### config.mk
export PLATFORM = sky130hd
export DESIGN_NAME = cch_binner
export DESIGN_NICKNAME = d
export VERILOG_FILES = /design/src/hdl/cch_pkg.sv /design/src/hdl/cch_binner.sv
export SDC_FILE = /design/constraint.sdc
export NUM_CORES = 1
export LEC_CHECK = 0
export ABC_AREA = 1
export BUFFER_PORTS_ARGS = -buffer_cell sky130_fd_sc_hd__buf_2
export CAP_MARGIN = 20
export CORE_UTILIZATION = 50
export DETAILED_ROUTE_END_ITERATION = 7
export PLACE_DENSITY = 0.74
export REMOVE_ABC_BUFFERS = 1
export SLEW_MARGIN = 30
export SYNTH_ARGS = -nofsm -noshare
export SYNTH_HDL_FRONTEND = slang
export SYNTH_SLANG_ARGS = --single-unit
### constraint.sdc
create_clock -name clk -period 3.7 [get_ports clk]
set_input_delay 0.74 -clock clk [delete_from_list [all_inputs] [get_ports clk]]
set_output_delay 0.74 -clock clk [all_outputs]
set_load 0.01 [all_outputs]
### src/hdl/cch_pkg.sv
`default_nettype none
package cch_pkg;
    localparam int MASS_W  = 24;
    localparam int FIELD_W = 16;
    localparam int COUNT_W = 32;
    localparam int ADDR_W  = 15;
    localparam int CFG_IDX_W  = 3;
    localparam int CFG_DATA_W = 24;

    localparam logic [CFG_IDX_W-1:0] REG_TYPE_SEL  = 3'd0;
    localparam logic [CFG_IDX_W-1:0] REG_MASS_LOW  = 3'd1;
    localparam logic [CFG_IDX_W-1:0] REG_MASS_HIGH = 3'd2;
    localparam logic [CFG_IDX_W-1:0] REG_TIGHT_LOW = 3'd3;
    localparam logic [CFG_IDX_W-1:0] REG_TIGHT_HIGH = 3'd4;
    localparam logic [CFG_IDX_W-1:0] REG_LOOSE_LOW = 3'd5;
    localparam logic [CFG_IDX_W-1:0] REG_LOOSE_HIGH = 3'd6;
    localparam logic [CFG_IDX_W-1:0] REG_FSIG_MIN  = 3'd7;

    localparam logic [2:0] H_DAU     = 3'd0;
    localparam logic [2:0] H_SIG     = 3'd1;
    localparam logic [2:0] H_BKG     = 3'd2;
    localparam logic [2:0] H_SIGDIFF = 3'd3;
    localparam logic [2:0] H_BKGDIFF = 3'd4;
    localparam int HIST_COUNT = 5;

    localparam logic [MASS_W-1:0] DIFF_LOW  = 24'd141558;
    localparam logic [MASS_W-1:0] DIFF_HIGH = 24'd161481;
    localparam logic signed [FIELD_W-1:0] ETA_LIMIT = 16'sd8192;
    localparam logic [2:0] TYPE_SIGNAL_ALL = 3'd2;

    typedef logic [FIELD_W-1:0] pt_edge_t [0:8];
    localparam pt_edge_t PT_EDGES = '{16'd0, 16'd1024, 16'd1280, 16'd2048,
        16'd3072, 16'd4096, 16'd6400, 16'd10240, 16'd51200};

    typedef struct packed {
        logic                start;
        logic [MASS_W-1:0]   x;
        logic [MASS_W-1:0]   lo;
        logic [MASS_W-1:0]   hi;
    } bin_req_t;
endpackage
`default_nettype wire

### src/hdl/cch_binner.sv
`default_nettype none
// Restoring divider: bin = 1 + floor(N*(x-lo)/(hi-lo)), one quotient bit a cycle.
module cch_binner
    import cch_pkg::*;
#(
    parameter int NUM_MASS_BINS = 350
) (
    input  wire logic     clk,
    input  wire logic     rst_n,
    input  wire bin_req_t req,
    output logic          done,
    output logic [$clog2(NUM_MASS_BINS+2)-1:0] bin
);
    localparam int BIN_W = $clog2(NUM_MASS_BINS + 2);
    localparam int QW    = $clog2(NUM_MASS_BINS + 1);
    localparam int NUM_W = MASS_W + QW;
    localparam int STEP_W = $clog2(NUM_W + 1);
    localparam logic [BIN_W-1:0] OVER = BIN_W'(NUM_MASS_BINS + 1);

    logic [NUM_W-1:0]  num_reg, num_next;
    logic [MASS_W:0]   rem_reg, rem_next;
    logic [MASS_W-1:0] den_reg, den_next;
    logic [STEP_W-1:0] cnt_reg, cnt_next;
    logic              busy_reg, busy_next;
    logic              done_reg, done_next;
    logic [BIN_W-1:0]  bin_reg, bin_next;
    logic [MASS_W:0]   trial;
    logic [NUM_W-1:0]  scaled;

    assign scaled = NUM_W'(req.x - req.lo) * NUM_W'(NUM_MASS_BINS);
    assign trial  = {rem_reg[MASS_W-1:0], num_reg[NUM_W-1]};

    always_comb
    begin
        num_next  = num_reg;
        rem_next  = rem_reg;
        den_next  = den_reg;
        cnt_next  = cnt_reg;
        busy_next = busy_reg;
        done_next = 1'b0;
        bin_next  = bin_reg;
        if (req.start)
        begin
            if (req.x < req.lo)
            begin
                bin_next  = '0;
                done_next = 1'b1;
            end
            else if (req.hi <= req.lo || req.x >= req.hi)
            begin
                bin_next  = OVER;
                done_next = 1'b1;
            end
            else
            begin
                num_next  = scaled;
                den_next  = req.hi - req.lo;
                rem_next  = '0;
                cnt_next  = STEP_W'(NUM_W);
                busy_next = 1'b1;
            end
        end
        else if (busy_reg)
        begin
            num_next = {num_reg[NUM_W-2:0], 1'b0};
            if (trial >= {1'b0, den_reg})
            begin
                rem_next   = trial - {1'b0, den_reg};
                num_next[0] = 1'b1;
            end
            else
            begin
                rem_next = trial;
            end
            cnt_next = cnt_reg - 1'b1;
            if (cnt_reg == STEP_W'(1))
            begin
                busy_next = 1'b0;
                done_next = 1'b1;
                bin_next  = BIN_W'(num_next[QW-1:0]) + BIN_W'(1);
            end
        end
    end

    always_ff @(posedge clk or negedge rst_n)
    begin
        if (!rst_n)
        begin
            busy_reg <= 1'b0;
            done_reg <= 1'b0;
            cnt_reg  <= '0;
        end
        else
        begin
            busy_reg <= busy_next;
            done_reg <= done_next;
            cnt_reg  <= cnt_next;
        end
    end

    always_ff @(posedge clk)
    begin
        num_reg <= num_next;
        rem_reg <= rem_next;
        den_reg <= den_next;
        bin_reg <= bin_next;
    end

    assign done = done_reg;
    assign bin  = bin_reg;
endmodule
`default_nettype wire

==> results of run 1 <==
## worst reg2reg max path, cell delays in order (launching register included)
cell	delay (ns)
edfxtp_1	0.41
ha_1	0.37
nand2_1	0.16
nor2_1	0.18
nand3_1	0.09
nand3_1	0.20
nand3_1	0.12
nand3_2	0.12
ha_1	0.17
nand2_1	0.09
nor3_1	0.36
nand2_1	0.13
nor3_1	0.20
o21ai_0	0.10
a21oi_1	0.24
a21oi_1	0.06
## final timing paths
path / start / endpoint / depth (start not counted)
min reg2reg: busy_reg / busy_reg / 2
min in group clk: busy_reg / busy_reg / 2
min: rst_n / busy_reg / 1
max: req[24] / num_reg[19] / 30
max in group asynchronous: rst_n / cnt_reg[0] / 1
max reg2reg: rem_reg[6] / bin[8] / 15
## synthesized netlist by cell type (all sizes together) (4+ instances only)
| library cell | number | area [µm²] |
|---|---|---|
| a21boi | 6 | 45.0 |
| a21o | 10 | 75.1 |
| a21oi | 150 | 762 |
| a31oi | 8 | 50.1 |
| and2 | 4 | 27.5 |
| buf | 9 | 40.0 |
| clkbuf | 9 | 35.0 |
| dfrtp | 8 | 200 |
| edfxtp | 90 | 2700 |
| fa | 84 | 1680 |
| ha | 187 | 2340 |
| inv | 404 | 1520 |
| nand2 | 424 | 1620 |
| nand3 | 91 | 475 |
| nand3b | 5 | 37.5 |
| nand4 | 22 | 138 |
| nor2 | 185 | 704 |
| nor3 | 19 | 105 |
| nor4 | 6 | 37.5 |
| o21ai | 99 | 507 |
| o21bai | 19 | 143 |
| or2 | 14 | 87.6 |
| xnor2 | 34 | 305 |
| xor2 | 49 | 485 |
## repair_timing
action / CTS / global route
hold buffers: 0 / 0
gates resized for setup: 388 / 126
setup buffers: 40 / 15
pin swaps: 168 / 103
endpoints found under the setup margin: 29 / 28
## area by class of cell
| class | count | area [µm²] | share of cell area (%) |
|---|---|---|---|
| clock buffer | 9 | 225 | 1.11 |
| clock inverter | 7 | 43.8 | 0.216 |
| inverter | 405 | 1550 | 7.62 |
| multi-input combinational | 1436 | 11900 | 58.6 |
| sequential | 98 | 2900 | 14.3 |
| tap | 378 | 473 | 2.33 |
| timing repair buffer | 429 | 3210 | 15.8 |
## kinds of logic (layout without fill, tap and decap cells)
group           after synthesis  count (layout)  share of synthesized area [%]
buf+inv                     423             850                           11.2
flops                        98              98                           20.3
simple gates                775             775                           22.9
compound gates              306             306                           11.8
xor+xnor                     83              83                           5.54
fa+ha+maj                   271             271                           28.2
mux                           1               1                         0.0701
## per-layer routing
metal | share of wire (%) | wire (µm) | global-route usage [%]
met5 | 0 | 0 | 0
met4 | 4.7 | 2330 | 14.3
met3 | 6.5 | 3220 | 3.59
met2 | 48 | 23600 | 55.8
met1 | 41 | 20400 | 42.4
## metrics by stage
stage               hold slack (ns)  util (%)
finish                        0.200      72.7
global route                  0.211      72.7
CTS                           0.205      70.5
detailed placement            0.498      62.1
global placement              0.492      62.1
floorplan                     0.444         -
==> results.md, run 1 <==
* H-tree depth at 3
* Clock Tree Root: clkbuf_16
* Die Y at 171 µm
* Critical setup path kind: in -> reg
* First-pass GRT wire length at 75,200 µm
* Total Wirelength at 49,500 µm
* Worst-path clk slew at 0.07 ns
* HP Class: in -> async
* Pins Over Slew Limit at 0
* Max Clk Rate at 174 MHz
* Slew HR at 47.8%
* Fin worst setup slack at -2.06 ns
* Dpl ws at -2.61 ns
* Total vias in the final route at 15,300
* Fin area at 0.0203 mm²
* Clock skew at 0.0154 ns
* Ys async rst share at 8.16%
* Post-synth EDFFs at 90
* CP Buf/Inv Count at 8
* Filler cell count at 2,005
* RSZ-0062 raised after global routing: true
* Core area at 0.0279 mm²
* Final setup viols at 28
* Most frequent CP cell: inv_2
* Initial antenna violation count at 0
* Violated checks: setup timing
* IO Pins at 85
* Avg Cell Area, Syn at 7.29 µm²
* # port buffers at 84
* Gr usage total at 32.9%
* Post-DP Area at 0.0173 mm²
* Placed Cells at 2,695
* CTS tree: built
* Final net count at 2,725
* Chip Width at 171 µm
* Most common cell after layout, fill and taps aside: nand2_1
* Most frequent cells in the layout: nand2_1 (345), inv_1 (342), buf_4 (305)
* CP max FO at 4
* Layout cell share with drive strength beyond 1 at 35.0%
* Final Critical Period at 5.76 ns
* Hold Vio Cnt, Final at 0
* Crit-path leading delay family: adder cells
* 1st-iter DRT viols at 1,364
* Num CTS Buffers at 9
* Yosys reg bits at 98
* Remaining DRCs at 0
* ANT cells at 0
* Routability cong. at 0.984
* DIE AREA at 0.0292 mm²
* Critical path data required time at 3.82 ns
* Synth Cell Area at 0.0143 mm²
* Largest net degree at the start of global routing at 54
* Tightest Pin Transition at 0.783 ns
* DRT antenna net count at 0
* Slowest CP cell: fa_1
* Syn-to-layout area delta at 42.3%
* Vias/cell at 5.55
* Detail Placement HPWL at 34,800 µm
* Largest register FFs at 33
* Clock latency on the worst-skew pair at 0.38 ns
* Number of global-route vias before repair at 15,000
* Dominant synthesized flop cell: edfxtp_1
* Status: complete, but fails checks
* Post-synthesis sequential area ratio at 20.3%
* Mapped Cells at 1,957
* R2R Setup Slk at 0.43 ns
* Max-cap violations at 0
* Crit. End Element: register
* Wire length per cell at 17.9 µm
* GRT overflow at 0
* Setup TNS Final at -46.83 ns
* Syn. warnings at 0
* Starting Density at 51.1%
* Final cell count without fillers at 2,762
* CP max stage delay at 0.60 ns
* Period utilization at 156%
* Clock sinks at 98
* CP startpoint kind: input pin
* Cell row count at 61
* Unique masters post-synth at 53
* WP data arrival at 5.88 ns
* DRT Pass-1 Iters at 6
* Clk buf depth at 2
Power of run 1 is left out: the tool's default activity adds up to more than one toggle a clock period on the data nets, which glitch-free logic cannot reach.
==> run 2: changes to the inputs <==
- SETUP_SLACK_MARGIN: unset -> 0.3
- clock period: 3.7 -> 6.15 ns (I/O delays scaled with it)
==> run 2 against run 1 <==
Net effect:
- the flow now finishes without violations
- flip-flop and latch count did not move
- via count fell by 5.1%
- non-clock buffer count fell by 50
- first-iteration DRC count fell by 20%
- worst setup slack improved by 2.3 ns
- utilization fell by 2.8 points
- routed wire length fell by 8.9%
- sequential share of layout area rose by 0.57 points
- critical endpoint is now num_reg[24]
- largest cell class unchanged
==> results.md, run 2 (synthesis gave the netlist of run 1 again) <==
* Status: completed
* CP startpoint kind: input pin
* Clock skew at 0.0144 ns (-0.00108 ns)
* Post-DP Area at 0.0170 mm² (-2.0%)
* CP max stage delay at 0.54 ns (-0.06 ns)
* Worst-path clk slew at 0.08 ns (about the same)
* Initial antenna violation count at 0 (unchanged)
* IO Pins at 85 (unchanged)
* DIE AREA at 0.0292 mm² (unchanged)
* Most frequent cells in the layout: nand2_1 (356), inv_1 (354), buf_4 (275)
* Die Y at 171 µm (unchanged)
* First-pass GRT wire length at 69,900 µm (-7.0%)
* Most common cell after layout, fill and taps aside: nand2_1
* CTS tree: built
* Largest net degree at the start of global routing at 64 (+19%)
* Tightest Pin Transition at 0.776 ns (-0.00689 ns)
* Number of global-route vias before repair at 14,500 (-3.8%)
* CP max FO at 4 (unchanged)
* Clk buf depth at 2 (unchanged)
* Layout cell share with drive strength beyond 1 at 31.7% (-3.2 points)
* Period utilization at 96.8%
* Wire length per cell at 16.6 µm (-7.2%)
* Num CTS Buffers at 9 (unchanged)
* Slowest CP cell: fa_1
* 1st-iter DRT viols at 1,093 (-20%)
* Fin area at 0.0195 mm² (-3.8%)
* Slew HR at 48.2% (+0.46 points)
* H-tree depth at 3 (unchanged)
* Chip Width at 171 µm (unchanged)
* Pins Over Slew Limit at 0 (unchanged)
* Core area at 0.0279 mm² (unchanged)
* Total vias in the final route at 14,500 (-5.1%)
* Final Critical Period at 5.95 ns
* Detail Placement HPWL at 34,100 µm (-1.9%)
* Syn-to-layout area delta at 36.8%
* Hold Vio Cnt, Final at 0 (unchanged)
* Max Clk Rate at 168 MHz
* Critical setup path kind: in -> reg
* Clock sinks at 98 (unchanged)
* Largest register FFs at 33 (unchanged)
* Cell row count at 61 (unchanged)
* DRT antenna net count at 0 (unchanged)
* RSZ-0062 raised after global routing: true
* Final net count at 2,675 (-1.8%)
* Gr usage total at 30.4% (-2.6 points)
* Hold slack at 0.523 ns (+0.323 ns)
* Starting Density at 51.1% (unchanged)
* WP data arrival at 6.08 ns (+0.20 ns)
* DRT Pass-1 Iters at 5 (-1)
* Vias/cell at 5.36 (-3.3%)
* Most frequent CP cell: nand2_2
* Total Wirelength at 45,100 µm (-8.9%)
* HP Class: reg -> reg
* Clock latency on the worst-skew pair at 0.37 ns (about the same)
* Dpl ws at -0.774 ns (+1.83 ns)
* # port buffers at 84 (unchanged)
* Max-cap violations at 0 (unchanged)
* Routability cong. at 0.948 (-3.7%)
* GRT overflow at 0 (unchanged)
* Final setup viols at 0 (-100%)
* Remaining DRCs at 0 (unchanged)
* Crit. End Element: register
* ANT cells at 0 (unchanged)
* R2R Setup Slk at 2.92 ns (+2.49 ns)
* Hold Buf Count CTS at 0 (unchanged)
* Clock Tree Root: clkbuf_16
* Critical path data required time at 6.27 ns (+2.45 ns)
* Fin worst setup slack at 0.196 ns (+2.25 ns)
-- run 2: cell types whose count changed in the layout (fill, tap and decap cells not counted), sizes merged --
cell and delta:
buf -51, bufinv +1, clkbuf +1, clkinv -1
clkinvlp -1, inv +1
-- run 2: cell type report --
cell class	count	area, µm²
multi-input combinational	1436	11600
fill	2136	8410
sequential	98	2900
timing repair buffer	379	2760
inverter	405	1530
tap	378	473
clock buffer	9	225
clock inverter	7	70.1
-- run 2: worst paths after layout --
path,start,end,cells past startpoint
max,req[48],num_reg[24],29
min,num_reg[22],num_reg[23],2
max reg2reg,den_reg[5],bin[8],16
min reg2reg,num_reg[22],num_reg[23],2
max in group asynchronous,rst_n,cnt_reg[0],1
min in group asynchronous,rst_n,cnt_reg[3],1
-- run 2: what timing repair did --
action,in CTS,in global routing
endpoints found under the setup margin,23,23
pin swaps,109,106
gates resized for setup,216,203
endpoints found under the hold margin,0,0
buffers inserted,23,20
-- run 2: critical path: cells and delay by family --
family | cells | cell delay, ns
compound gates | 3 | 0.42
xor+xnor | 1 | 0.15
fa+ha+maj | 7 | 2.64
buf+inv | 8 | 0.68
simple gates | 10 | 0.96
-- run 2: metal layers --
layer  part of all wire [%]  routed length [µm]  up-vias  global-route usage, %
met1                     43               19300     6923                   40.4
li1                       -                   -     7021                      -
met4                    2.1                 945        0                   7.53
met3                    6.2                2790       77                   2.61
met2                     49               22100      516                   52.8
met5                      0                   0        -                      0
-- run 2: stage by stage --
| step | utilization, % | instances | setup TNS [ns] |
|---|---|---|---|
| 3_5_place_dp | 60.9 | 2653 | -10.84 |
| 5_1_grt | 69.9 | 2712 | -0.0144 |
| 2_1_floorplan | - | 1939 | -0.930 |
| 6_report | 69.9 | 2712 | 0 |
| 3_3_place_gp | 60.9 | 2653 | -8.24 |
| 4_1_cts | 66.1 | 2692 | 0 |
Power of run 2 is left out for the same reason.
